==> config.mk <==
export PLATFORM = sky130hd
export DESIGN_NAME = polynomial_multiply_unit
export DESIGN_NICKNAME = d
export VERILOG_FILES = /design/src/hw/rtl/pmu_pkg.sv /design/src/hw/rtl/polynomial_multiply_unit.sv /design/src/hw/rtl/pmu_ram.sv /design/src/hw/rtl/pmu_sequencer.sv /design/src/hw/rtl/pmu_datapath.sv
export SDC_FILE = /design/constraint.sdc
export NUM_CORES = 2
export LEC_CHECK = 0
export ABC_AREA = 1
export ABC_CLOCK_PERIOD_IN_PS = 7400
export BUFFER_PORTS_ARGS = -buffer_cell sky130_fd_sc_hd__buf_2
export CORE_MARGIN = 1.5
export CORE_UTILIZATION = 50
export CTS_BUF_LIST = sky130_fd_sc_hd__clkbuf_2
export CTS_CLUSTER_SIZE = 10
export DETAILED_ROUTE_END_ITERATION = 10
export PLACE_DENSITY_LB_ADDON = 0.12
export SKIP_CTS_REPAIR_TIMING = 1
export SYNTH_ARGS = -nofsm -noshare
export SYNTH_HDL_FRONTEND = slang
export SYNTH_SLANG_ARGS = --single-unit
==> constraint.sdc <==
create_clock -name clk_i -period 7.4 [get_ports clk_i]
set_input_delay 1.11 -clock clk_i [delete_from_list [all_inputs] [get_ports clk_i]]
set_output_delay 1.11 -clock clk_i [all_outputs]
set_load 0.05 [all_outputs]
==> src/hw/rtl/pmu_pkg.sv <==
// ----------------------------------------------------------------------------
// pmu_pkg
// Types, micro-program and defaults for the polynomial multiply unit.
// ----------------------------------------------------------------------------
package pmu_pkg;

  localparam int unsigned MaxTerms  = 16;
  localparam int unsigned CoeffW    = 32;
  localparam int unsigned PowerW    = 5;
  localparam int unsigned UpcW      = 4;
  localparam int unsigned OutDataW  = 40;

  typedef logic [UpcW-1:0] upc_t;

  localparam upc_t UpcIdle   = 4'd0;
  localparam upc_t UpcInit   = 4'd1;
  localparam upc_t UpcKStart = 4'd2;
  localparam upc_t UpcMac    = 4'd3;
  localparam upc_t UpcDrain1 = 4'd4;
  localparam upc_t UpcDrain2 = 4'd5;
  localparam upc_t UpcEmit   = 4'd6;
  localparam upc_t UpcNext   = 4'd7;
  localparam upc_t UpcDone   = 4'd8;
  localparam upc_t UpcEmpty  = 4'd9;
  localparam upc_t UpcClear  = 4'd10;

  typedef enum logic [2:0] {
    CondNext,
    CondAlways,
    CondNotBLast,
    CondAEmpty,
    CondIMore,
    CondOutBusy,
    CondKMore
  } cond_e;

  typedef struct packed {
    logic in_ready;
    logic clr_k;
    logic clr_acc;
    logic issue;
    logic emit;
    logic emit_zero;
    logic inc_k;
    logic clear;
  } ctrl_t;

  typedef struct packed {
    logic b_last;
    logic a_empty;
    logic i_end;
    logic k_last;
    logic out_busy;
  } stat_t;

  typedef struct packed {
    cond_e cond;
    upc_t  target;
    ctrl_t ctrl;
  } uword_t;

  function automatic uword_t ucode(input upc_t upc);
    uword_t w;
    w = '{cond: CondAlways, target: UpcIdle, ctrl: '0};
    case (upc)
      UpcIdle: begin
        w.cond = CondNotBLast;
        w.target = UpcIdle;
        w.ctrl.in_ready = 1'b1;
      end
      UpcInit: begin
        w.cond = CondAEmpty;
        w.target = UpcEmpty;
        w.ctrl.clr_k = 1'b1;
      end
      UpcKStart: begin
        w.cond = CondNext;
        w.ctrl.clr_acc = 1'b1;
      end
      UpcMac: begin
        w.cond = CondIMore;
        w.target = UpcMac;
        w.ctrl.issue = 1'b1;
      end
      UpcDrain1: w.cond = CondNext;
      UpcDrain2: w.cond = CondNext;
      UpcEmit: begin
        w.cond = CondOutBusy;
        w.target = UpcEmit;
        w.ctrl.emit = 1'b1;
      end
      UpcNext: begin
        w.cond = CondKMore;
        w.target = UpcKStart;
        w.ctrl.inc_k = 1'b1;
      end
      // skip over the empty-product step
      UpcDone: begin
        w.cond = CondAlways;
        w.target = UpcClear;
      end
      UpcEmpty: begin
        w.cond = CondOutBusy;
        w.target = UpcEmpty;
        w.ctrl.emit = 1'b1;
        w.ctrl.emit_zero = 1'b1;
      end
      UpcClear: begin
        w.cond = CondAlways;
        w.target = UpcIdle;
        w.ctrl.clear = 1'b1;
      end
      default: begin
        w.cond = CondAlways;
        w.target = UpcIdle;
      end
    endcase
    return w;
  endfunction

endpackage

==> src/hw/rtl/polynomial_multiply_unit.sv <==
// ----------------------------------------------------------------------------
// polynomial_multiply_unit
// Microcoded polynomial product: loads A and B terms, emits A*B coefficients.
// ----------------------------------------------------------------------------
// Loading: one term per cycle while idle. After the last B term the burst
// yields n = count_a + count_b - 1 coefficients, each built by one
// multiply-accumulate per cycle on the single store ports.
// Output waits stall the sequencer; a held result still frees the datapath.
// Reset clears the term counts, overflow mark, sequencer and output valid; store
// contents are left undefined and need no clearing pass.
module polynomial_multiply_unit #(
  parameter int unsigned MAX_TERMS = pmu_pkg::MaxTerms
) (
  input  logic                             clk_i,
  input  logic                             rst_ni,
  input  logic                             s_axis_tvalid,
  output logic                             s_axis_tready,
  input  logic [pmu_pkg::CoeffW-1:0]       s_axis_tdata,  // coeff_value
  input  logic                             s_axis_tuser,  // operand_sel
  input  logic                             s_axis_tlast,  // last_term
  output logic                             m_axis_tvalid,
  input  logic                             m_axis_tready,
  output logic [pmu_pkg::OutDataW-1:0]     m_axis_tdata,  // product_coeff, power_index, pad
  output logic                             m_axis_tuser,  // overflow_flag
  output logic                             m_axis_tlast   // last_out
);

  pmu_pkg::ctrl_t ctrl;
  pmu_pkg::stat_t stat;
  logic [pmu_pkg::CoeffW-1:0] coeff;
  logic [pmu_pkg::PowerW-1:0] power;

  pmu_sequencer u_seq (
    .clk_i  (clk_i),
    .rst_ni (rst_ni),
    .stat_i (stat),
    .ctrl_o (ctrl)
  );

  pmu_datapath #(.MAX_TERMS(MAX_TERMS)) u_dp (
    .clk_i       (clk_i),
    .rst_ni      (rst_ni),
    .ctrl_i      (ctrl),
    .stat_o      (stat),
    .in_valid_i  (s_axis_tvalid),
    .in_sel_i    (s_axis_tuser),
    .in_coeff_i  (s_axis_tdata),
    .in_last_i   (s_axis_tlast),
    .out_valid_o (m_axis_tvalid),
    .out_ready_i (m_axis_tready),
    .out_coeff_o (coeff),
    .out_power_o (power),
    .out_last_o  (m_axis_tlast),
    .out_ovf_o   (m_axis_tuser)
  );

  assign s_axis_tready = ctrl.in_ready;
  assign m_axis_tdata  = {{(pmu_pkg::OutDataW - pmu_pkg::CoeffW - pmu_pkg::PowerW){1'b0}},
                          power, coeff};

  a_busy_after_b_last: assert property (@(posedge clk_i) disable iff (!rst_ni)
    s_axis_tvalid && s_axis_tready && s_axis_tuser && s_axis_tlast |=> !s_axis_tready)
    else $error("input still accepted after last B term");

  a_clear_returns_idle: assert property (@(posedge clk_i) disable iff (!rst_ni)
    ctrl.clear |=> s_axis_tready && stat.a_empty)
    else $error("stores not cleared or sequencer not idle after burst");

  a_no_load_in_burst: assert property (@(posedge clk_i) disable iff (!rst_ni)
    ctrl.issue |-> !s_axis_tready && !ctrl.emit)
    else $error("multiply step overlaps load or emit");

endmodule

==> src/hw/rtl/pmu_ram.sv <==
// ----------------------------------------------------------------------------
// pmu_ram
// Generic single-write, single-read RAM with registered read data.
// ----------------------------------------------------------------------------
module pmu_ram #(
  parameter int unsigned Width = 32,
  parameter int unsigned Depth = 16
) (
  input  logic                     clk_i,
  input  logic                     we_i,
  input  logic [$clog2(Depth)-1:0] waddr_i,
  input  logic [Width-1:0]         wdata_i,
  input  logic [$clog2(Depth)-1:0] raddr_i,
  output logic [Width-1:0]         rdata_o
);

  logic [Width-1:0] mem_q [Depth];
  logic [Width-1:0] rdata_q;

  always_ff @(posedge clk_i) begin
    if (we_i) begin
      mem_q[waddr_i] <= wdata_i;
    end
    rdata_q <= mem_q[raddr_i];
  end

  assign rdata_o = rdata_q;

endmodule

==> src/hw/rtl/pmu_sequencer.sv <==
// ----------------------------------------------------------------------------
// pmu_sequencer
// Micro-program counter and control store; conditional jumps on status.
// ----------------------------------------------------------------------------
module pmu_sequencer (
  input  logic            clk_i,
  input  logic            rst_ni,
  input  pmu_pkg::stat_t  stat_i,
  output pmu_pkg::ctrl_t  ctrl_o
);

  pmu_pkg::upc_t   upc_d, upc_q;
  pmu_pkg::uword_t uword;
  logic            take;

  always_comb begin
    uword = pmu_pkg::ucode(upc_q);
    case (uword.cond)
      pmu_pkg::CondNext:     take = 1'b0;
      pmu_pkg::CondAlways:   take = 1'b1;
      pmu_pkg::CondNotBLast: take = !stat_i.b_last;
      pmu_pkg::CondAEmpty:   take = stat_i.a_empty;
      pmu_pkg::CondIMore:    take = !stat_i.i_end;
      pmu_pkg::CondOutBusy:  take = stat_i.out_busy;
      pmu_pkg::CondKMore:    take = !stat_i.k_last;
      default:               take = 1'b1;
    endcase
    upc_d  = take ? uword.target : upc_q + pmu_pkg::upc_t'(1);
    ctrl_o = uword.ctrl;
  end

  always_ff @(posedge clk_i or negedge rst_ni) begin
    if (!rst_ni) begin
      upc_q <= pmu_pkg::UpcIdle;
    end else begin
      upc_q <= upc_d;
    end
  end

endmodule

==> src/hw/rtl/pmu_datapath.sv <==
// ----------------------------------------------------------------------------
// pmu_datapath
// Coefficient stores, term counters, multiply-accumulate and output register.
// ----------------------------------------------------------------------------
module pmu_datapath #(
  parameter int unsigned MAX_TERMS = pmu_pkg::MaxTerms
) (
  input  logic                        clk_i,
  input  logic                        rst_ni,
  input  pmu_pkg::ctrl_t              ctrl_i,
  output pmu_pkg::stat_t              stat_o,
  input  logic                        in_valid_i,
  input  logic                        in_sel_i,
  input  logic [pmu_pkg::CoeffW-1:0]  in_coeff_i,
  input  logic                        in_last_i,
  output logic                        out_valid_o,
  input  logic                        out_ready_i,
  output logic [pmu_pkg::CoeffW-1:0]  out_coeff_o,
  output logic [pmu_pkg::PowerW-1:0]  out_power_o,
  output logic                        out_last_o,
  output logic                        out_ovf_o
);

  localparam int unsigned AW = $clog2(MAX_TERMS);
  localparam int unsigned CW = $clog2(MAX_TERMS + 1);
  localparam int unsigned KW = $clog2(2 * MAX_TERMS);

  logic [CW-1:0] ca_d, ca_q, cb_d, cb_q;
  logic          ovf_d, ovf_q;
  logic [AW-1:0] i_d, i_q;
  logic [KW-1:0] k_d, k_q;
  logic          v1_q, v2_q;
  logic [pmu_pkg::CoeffW-1:0] prod_q, acc_d, acc_q;
  logic [pmu_pkg::CoeffW-1:0] a_rd, b_rd;

  logic [KW:0]   diff;
  logic          term_ok;
  logic          accept, a_full, b_full, we_a, we_b;
  logic          out_busy, emit_fire;

  logic                        oval_q;
  logic [pmu_pkg::CoeffW-1:0]  ocoeff_q;
  logic [pmu_pkg::PowerW-1:0]  opower_q;
  logic                        olast_q, oovf_q;

  assign accept = ctrl_i.in_ready && in_valid_i;
  assign a_full = (ca_q >= CW'(MAX_TERMS));
  assign b_full = (cb_q >= CW'(MAX_TERMS));
  assign we_a   = accept && !in_sel_i && !a_full;
  assign we_b   = accept && in_sel_i && !b_full;

  assign diff    = {1'b0, k_q} - (KW+1)'(i_q);
  assign term_ok = !diff[KW] && (diff[KW-1:0] < KW'(cb_q));

  assign out_busy  = oval_q && !out_ready_i;
  assign emit_fire = ctrl_i.emit && !out_busy;

  pmu_ram #(.Width(pmu_pkg::CoeffW), .Depth(MAX_TERMS)) u_store_a (
    .clk_i   (clk_i),
    .we_i    (we_a),
    .waddr_i (ca_q[AW-1:0]),
    .wdata_i (in_coeff_i),
    .raddr_i (i_q),
    .rdata_o (a_rd)
  );

  pmu_ram #(.Width(pmu_pkg::CoeffW), .Depth(MAX_TERMS)) u_store_b (
    .clk_i   (clk_i),
    .we_i    (we_b),
    .waddr_i (cb_q[AW-1:0]),
    .wdata_i (in_coeff_i),
    .raddr_i (diff[AW-1:0]),
    .rdata_o (b_rd)
  );

  always_comb begin
    ca_d  = ca_q;
    cb_d  = cb_q;
    ovf_d = ovf_q;
    if (we_a) ca_d = ca_q + CW'(1);
    if (we_b) cb_d = cb_q + CW'(1);
    if (accept && ((in_sel_i && b_full) || (!in_sel_i && a_full))) ovf_d = 1'b1;
    if (ctrl_i.clear) begin
      ca_d  = '0;
      cb_d  = '0;
      ovf_d = 1'b0;
    end
    i_d = i_q;
    if (ctrl_i.clr_acc) i_d = '0;
    else if (ctrl_i.issue) i_d = i_q + AW'(1);
    k_d = k_q;
    if (ctrl_i.clr_k) k_d = '0;
    else if (ctrl_i.inc_k) k_d = k_q + KW'(1);
    acc_d = acc_q;
    if (ctrl_i.clr_acc) acc_d = '0;
    else if (v2_q) acc_d = acc_q + prod_q;
  end

  always_ff @(posedge clk_i or negedge rst_ni) begin
    if (!rst_ni) begin
      ca_q   <= '0;
      cb_q   <= '0;
      ovf_q  <= 1'b0;
      v1_q   <= 1'b0;
      v2_q   <= 1'b0;
      oval_q <= 1'b0;
    end else begin
      ca_q  <= ca_d;
      cb_q  <= cb_d;
      ovf_q <= ovf_d;
      v1_q  <= ctrl_i.issue && term_ok;
      v2_q  <= v1_q;
      if (emit_fire) oval_q <= 1'b1;
      else if (out_ready_i) oval_q <= 1'b0;
    end
  end

  always_ff @(posedge clk_i) begin
    i_q    <= i_d;
    k_q    <= k_d;
    acc_q  <= acc_d;
    prod_q <= a_rd * b_rd;
    if (emit_fire) begin
      ocoeff_q <= ctrl_i.emit_zero ? '0 : acc_q;
      opower_q <= ctrl_i.emit_zero ? '0 : pmu_pkg::PowerW'(k_q);
      olast_q  <= ctrl_i.emit_zero || stat_o.k_last;
      oovf_q   <= ovf_q;
    end
  end

  assign stat_o.b_last   = accept && in_sel_i && in_last_i;
  assign stat_o.a_empty  = (ca_q == '0);
  assign stat_o.i_end    = (CW'(i_q) == ca_q - CW'(1));
  assign stat_o.k_last   = ((KW+1)'(k_q) == (KW+1)'(ca_q) + (KW+1)'(cb_q) - (KW+1)'(2));
  assign stat_o.out_busy = out_busy;

  assign out_valid_o = oval_q;
  assign out_coeff_o = ocoeff_q;
  assign out_power_o = opower_q;
  assign out_last_o  = olast_q;
  assign out_ovf_o   = oovf_q;

endmodule
=== Yosys cells after proc, flatten, opt, wreduce, memory -nomap -nowiden ===
Memory sizes are Yosys's and may differ from the RTL's. A register that Yosys moved wholly into a read port is not among the register bits.
Cells that the tools add are included.

* Flip-flop bits (word level): 130
* Memory bits (writable): 1,024
* Input bits: 38
* Memories: 2

{| class="wikitable"
|+ Memory list
! memory !! words !! bits a word !! read ports !! clocked after Yosys merged registers in !! write ports !! line !! text
|-
| u_dp.u_store_a.mem_q || 16 || 32 || 1 || 1 || 1 || pmu_ram.sv:17 || <nowiki>logic [Width-1:0] mem_q [Depth];</nowiki>
|-
| u_dp.u_store_b.mem_q || 16 || 32 || 1 || 1 || 1 || pmu_ram.sv:17 ||
|}

* Add/subtract/negate cells: 10
* $mul: 1
* Order comparisons: 3
* Eq/ne operators: 17
* Multiplexer cells: 24
* Reduce and logical (&&, ||, !) cells: 34

{| class="wikitable"
|+ Operator list
! cell !! count
|-
| adder 32 bit || 1
|-
| multiplier 32 x 32 -> 32 bit || 1
|-
| two-way mux 5 bit || 4
|-
| one-hot mux 4 bit (5 select lines) || 1
|-
| one-hot mux 3 bit (6 select lines) || 1
|-
| == test 4 x 3 -> 1 bit, second input constant || 4
|-
| two-way mux 1 bit || 16
|-
| adder 5 x 1 -> 5 bit, second input constant || 3
|-
| logical AND 1 bit || 13
|-
| == test 4 bit, second input constant || 3
|-
| greater-or-equal comparator 5 bit, second input constant || 2
|-
| == test 3 bit, second input constant || 3
|-
| logical NOT 1 bit || 9
|-
| adder 4 x 1 -> 4 bit, second input constant || 2
|-
| == test 4 x 2 -> 1 bit, second input constant || 2
|-
| nonzero test 2 bit || 4
|-
| adder 5 x 5 -> 6 bit || 1
|-
| == test 3 x 2 -> 1 bit, second input constant || 2
|-
| == test 5 x 6 -> 1 bit || 1
|-
| one-hot mux 1 bit (6 select lines) || 1
|-
| subtractor 5 x 4 -> 6 bit || 1
|-
| subtractor 6 x 2 -> 6 bit, second input constant || 1
|-
| == test 4 x 5 -> 1 bit || 1
|-
| logical NOT 5 bit || 1
|-
| 9 further kinds || 11
|}

=== Logic depth before layout (Yosys ltp) ===
* Depth in word-level cells: 8
* Gate-level depth with buffers: 35
* Depth with buffers taken out: 33

=== Cells and area by module ===
Synthesis repeated with hierarchy kept, for this count alone.

* Cell total of the unflattened synthesis: 7,332
* Area, all modules: 69,161.3 um2

{| class="wikitable"
|+ By module, submodules not included
! module !! times used !! cells each !! area each (um2) !! seq. area each (um2)
|-
| pmu_ram || 2 || 2,120 || 22,730.6 || 16,015.4
|-
| pmu_datapath || 1 || 3,012 || 23,159.7 || 2,982.9
|-
| pmu_sequencer || 1 || 76 || 514.2 || 100.1
|-
| polynomial_multiply_unit || 1 || 4 || 26.3 || 0.0
|}

=== Worst setup path before layout ===
No wires, ideal clock.

* Kind: reg-to-reg
* Start: register u_dp.u_store_a.rdata_q[12], in the netlist u_dp.u_store_a.rdata_o[12] (read register of u_dp.u_store_a.mem_q)
* End: register u_dp.prod_q[27] (netlist name)
* Library setup time: 72 ps
* Arrival: 6,318 ps
* Setup slack: 1,011 ps
* Stages on the path, launching flop included: 26
* Cells stage by stage: dfxtp_1 -> clkbuf_1 -> clkbuf_1 -> nand2_1 -> inv_1 -> fa_1 -> fa_1 -> fa_1 -> inv_1 -> fa_1 -> inv_1 -> fa_1 -> inv_1 -> fa_1 -> inv_1 -> fa_1 -> fa_1 -> ha_1 -> nand2_1 -> nor4_2 -> nand4_1 -> nand3_1 -> a21o_1 -> nand2_1 -> nand2_1 -> xor2_1

* Word-level cells in the longest chain between the ends: 1

{| class="wikitable"
|+ RTL lines
! what !! line !! text
|-
| start: declaration || pmu_ram.sv:18 || <nowiki>logic [Width-1:0] rdata_q;</nowiki>
|-
| multiplier 32 x 32 -> 32 bit || pmu_datapath.sv:122 || <nowiki>prod_q <= a_rd * b_rd;</nowiki>
|-
| end signal: assignment || pmu_datapath.sv:122 ||
|-
| end: declaration || pmu_datapath.sv:33 || <nowiki>logic [pmu_pkg::CoeffW-1:0] prod_q, acc_d, acc_q;</nowiki>
|}

No other way between the ends.
A chain may end at the register's enable or synchronous reset.

=== Final worst setup path ===
* Start: register u_dp.u_store_a.rdata_q[14], in the netlist u_dp.u_store_a.rdata_o[14] (read register of u_dp.u_store_a.mem_q)
* End: register u_dp.prod_q[27] (netlist name)

Same word-level chain as after synthesis.

==> impl_metrics.py <==
metrics = {
    "timing": {
        "setup_violations": 0,
        "rsz0062_at_grt": "no",
        "fin_skew_ns": 0.174,
        "period_minus_slack_ns": 7.00,
        "fmax_mhz": 143,
        "final.setup.tns_ns": 0,
        "drv_slew": 0,
        "slew_headroom": 0.159,
        "tightest_slew_ns": 1.26,
        "hold_violations": 0,
        "min_period_over_period": 0.946,
    },
    "floorplan": {
        "rows": 132,
        "core_um2": 130000,
        "die_w_um": 365,
        "ioPinCount": 82,
        "die_area_um2": 133000,
        "die_h_um": 365,
        "initial_core_util": 0.504,
    },
    "layout": {
        "ff_latch_area_um2": 35100,
        "layout.nets": 6924,
        "fill_cells": 11494,
        "multi_input_area_um2": 25200,
        "drive_gt1_frac": 0.124,
        "area_growth_syn_to_layout_pct": 8.53,
    },
    "global_route": {
        "grt_use_total": 0.272,
        "grt_max_degree": 113,
        "overflow": 0,
        "grt_pass1_vias": 44163,
        "antenna_found_initial": 17,
        "grt_pass1_wl_mm": 268,
    },
    "yosys": {
        "synth_commonest_cells": "1063 x edfxtp_1, 1056 x inv_1, 959 x nand2_1",
        "syn_avg_cell_area_um2": 10.8,
        "ys.flop_type": "edfxtp_1",
        "synth_enable_flop_cells": 1063,
        "yosysWarningCount": 0,
        "syn-cell-area_um2": 65400,
        "synth_simple_gate_area_frac": 0.0947,
        "ys_seq_area_frac": 0.537,
        "synth_area_leaders": "edfxtp_1 49%, fa_1 13%, inv_1 6.1%",
        "synth_top_family_by_area": "adder cells",
        "synth-xor-area-share": 0.00924,
        "ys_ff_latch": 1218,
        "synth_fa_ha_area_frac": 0.161,
        "yosys.area.top_type": "edfxtp_1",
        "ys_types": 58,
        "synth_compound_area_frac": 0.0959,
        "synth_mux_area_frac": 0.0196,
        "syn_inst": 6034,
        "ys_async_sr_fraction": 0.0148,
        "yosysTopAreaCellShare": 0.488,
        "synth_most_common_cell": "edfxtp_1",
    },
    "route": {
        "routed_wl_mm": 179,
        "drtIter0Drc": 3893,
        "dr_wl_met2_mm": 84.9,
        "via_per_inst": 5.40,
        "wl_met3_mm": 12.7,
        "routed.top_layer": "met5",
        "drc": 0,
        "dr.pass1.iters": 5,
        "met1_length_mm": 76.9,
        "antenna_left": 0,
        "via_count": 44654,
        "wl_per_cell_um": 21.7,
    },
    "placed_design": {
        "numPortBuffers": 78,
        "gp_congestion": 0.895,
        "dp_hpwl_mm": 112,
    },
    "worst_hold_path": {
        "min_path_type": "flop to flop",
        "holdPathStages": 0,
    },
    "clocking": {
        "cts_tree": "done",
        "cts-buffers-inserted": 333,
        "clock_sinks": 1218,
        "clk_latency_ns": 1.66,
        "cts_root_buf": "clkbuf_2",
        "clk_pin_slew_ns": 0.09,
        "htree_num_levels": 5,
        "clockBufferDepth": 4,
    },
    "worst_setup_path": {
        "r2r_cells": 23,
        "start_kind": "flop",
        "cp.arrival_ns": 8.47,
        "cp-end-kind": "flop",
        "required_ns": 8.87,
        "rrSetupSlack_ns": 0.40,
        "path_max_fanout": 19,
        "critPathKind": "flop to flop",
    },
    "run": {
        "max_cap_viol_count": 0,
    },
    "status": {
        "outcome": "completed",
    },
}
critical path, cell delays in order (launching register included):
cell	delay (ns)
dfxtp_1	1.00
nand2_1	0.12
inv_1	0.10
fa_1	0.40
inv_1	0.07
fa_1	0.42
fa_1	0.47
fa_1	0.56
inv_1	0.06
fa_1	0.50
inv_1	0.06
fa_1	0.52
inv_1	0.05
fa_1	0.49
fa_1	0.42
ha_1	0.39
nand2_1	0.16
nor4_2	0.36
nand4_1	0.14
nand3_1	0.15
a21o_1	0.16
nand2_1	0.05
nand2_1	0.06
xor2_1	0.15
final timing paths:
kind,endpoint,startpoint
setup / recovery,u_dp.prod_q[27]$_DFF_P_,u_dp.u_store_a.rdata_o[14]$_DFF_P_
hold / removal,u_dp.v2_q$_DFF_PN0_,u_dp.v1_q$_DFF_PN0_
setup reg to reg,u_dp.prod_q[27]$_DFF_P_,u_dp.u_store_a.rdata_o[14]$_DFF_P_
hold reg to reg,u_dp.v2_q$_DFF_PN0_,u_dp.v1_q$_DFF_PN0_
max in group asynchronous,u_dp.ca_q[3]$_DFFE_PN0P_,rst_ni
min in group asynchronous,u_dp.v1_q$_DFF_PN0_,rst_ni
final cells by class:
type	instances	share of cell area
antenna	10	0.000353
clock buffer	500	0.0353
clock inverter	55	0.00314
inverter	1067	0.0566
multi-input combinational	3433	0.355
sequential	1218	0.495
tap	1742	0.0307
timing repair buffer	237	0.0242
cell usage in the layout, fill, tap and decap left out, types with 78 or more instances in the layout:
cell / instances
nand2_1: 959
mux2i_1: 128
buf_2: 78
dfxtp_1: 130
ha_1: 184
clkbuf_2: 500
o211ai_1: 110
o21ai_0: 495
o221ai_1: 88
nor2_1: 378
buf_4: 119
inv_1: 1053
nand3_1: 110
fa_1: 410
edfxtp_1: 1063
a21oi_1: 249
metrics by stage:
step	worst slack [ns]	utilization	area [µm²]	cells	hold WS, ns
2_1_floorplan	1.01	-	65400	6036	0.331
3_3_place_gp	0.521	0.523	67800	7659	0.346
3_5_place_dp	0.396	0.523	67800	7659	0.343
4_1_cts	0.403	0.544	70600	8214	-0.779
5_1_grt	0.0889	0.547	71000	8260	0.0952
6_report	0.400	0.547	71000	8262	0.273
per-layer routing:
metal	vias to the layer above	track usage
met2	1558	0.441
li1	20636	-
met1	22193	0.373
met4	6	0.0861
met3	261	0.0505
met5	-	0
kinds of logic (layout without fill, tap and decap cells):
kind of cell,Yosys count,after routing
AO/OA/AOI/OAI,1081,1081
XOR/XNOR,69,69
adder cells (fa/ha/maj),596,596
buffers and inverters,1385,1859
flip-flops,1218,1218
multiplexers,128,128
other,1,13
AND/OR/NAND/NOR,1556,1556
registers in the layout, summed over array words and instances (netlist names), 4 cells and up:
signal	cells
u_dp.acc_q	32
u_dp.ca_q	5
u_dp.cb_q	5
u_dp.i_q	4
u_dp.k_q	5
u_dp.out_coeff_o	32
u_dp.out_power_o	5
u_dp.prod_q	32
u_dp.u_store_a.mem_q	512
u_dp.u_store_a.rdata_o	32
u_dp.u_store_b.mem_q	512
u_dp.u_store_b.rdata_o	32
u_seq.upc_q	4
Power is not shown: default switching activity piles up to over one toggle a cycle in this logic, so the estimate is an artifact.
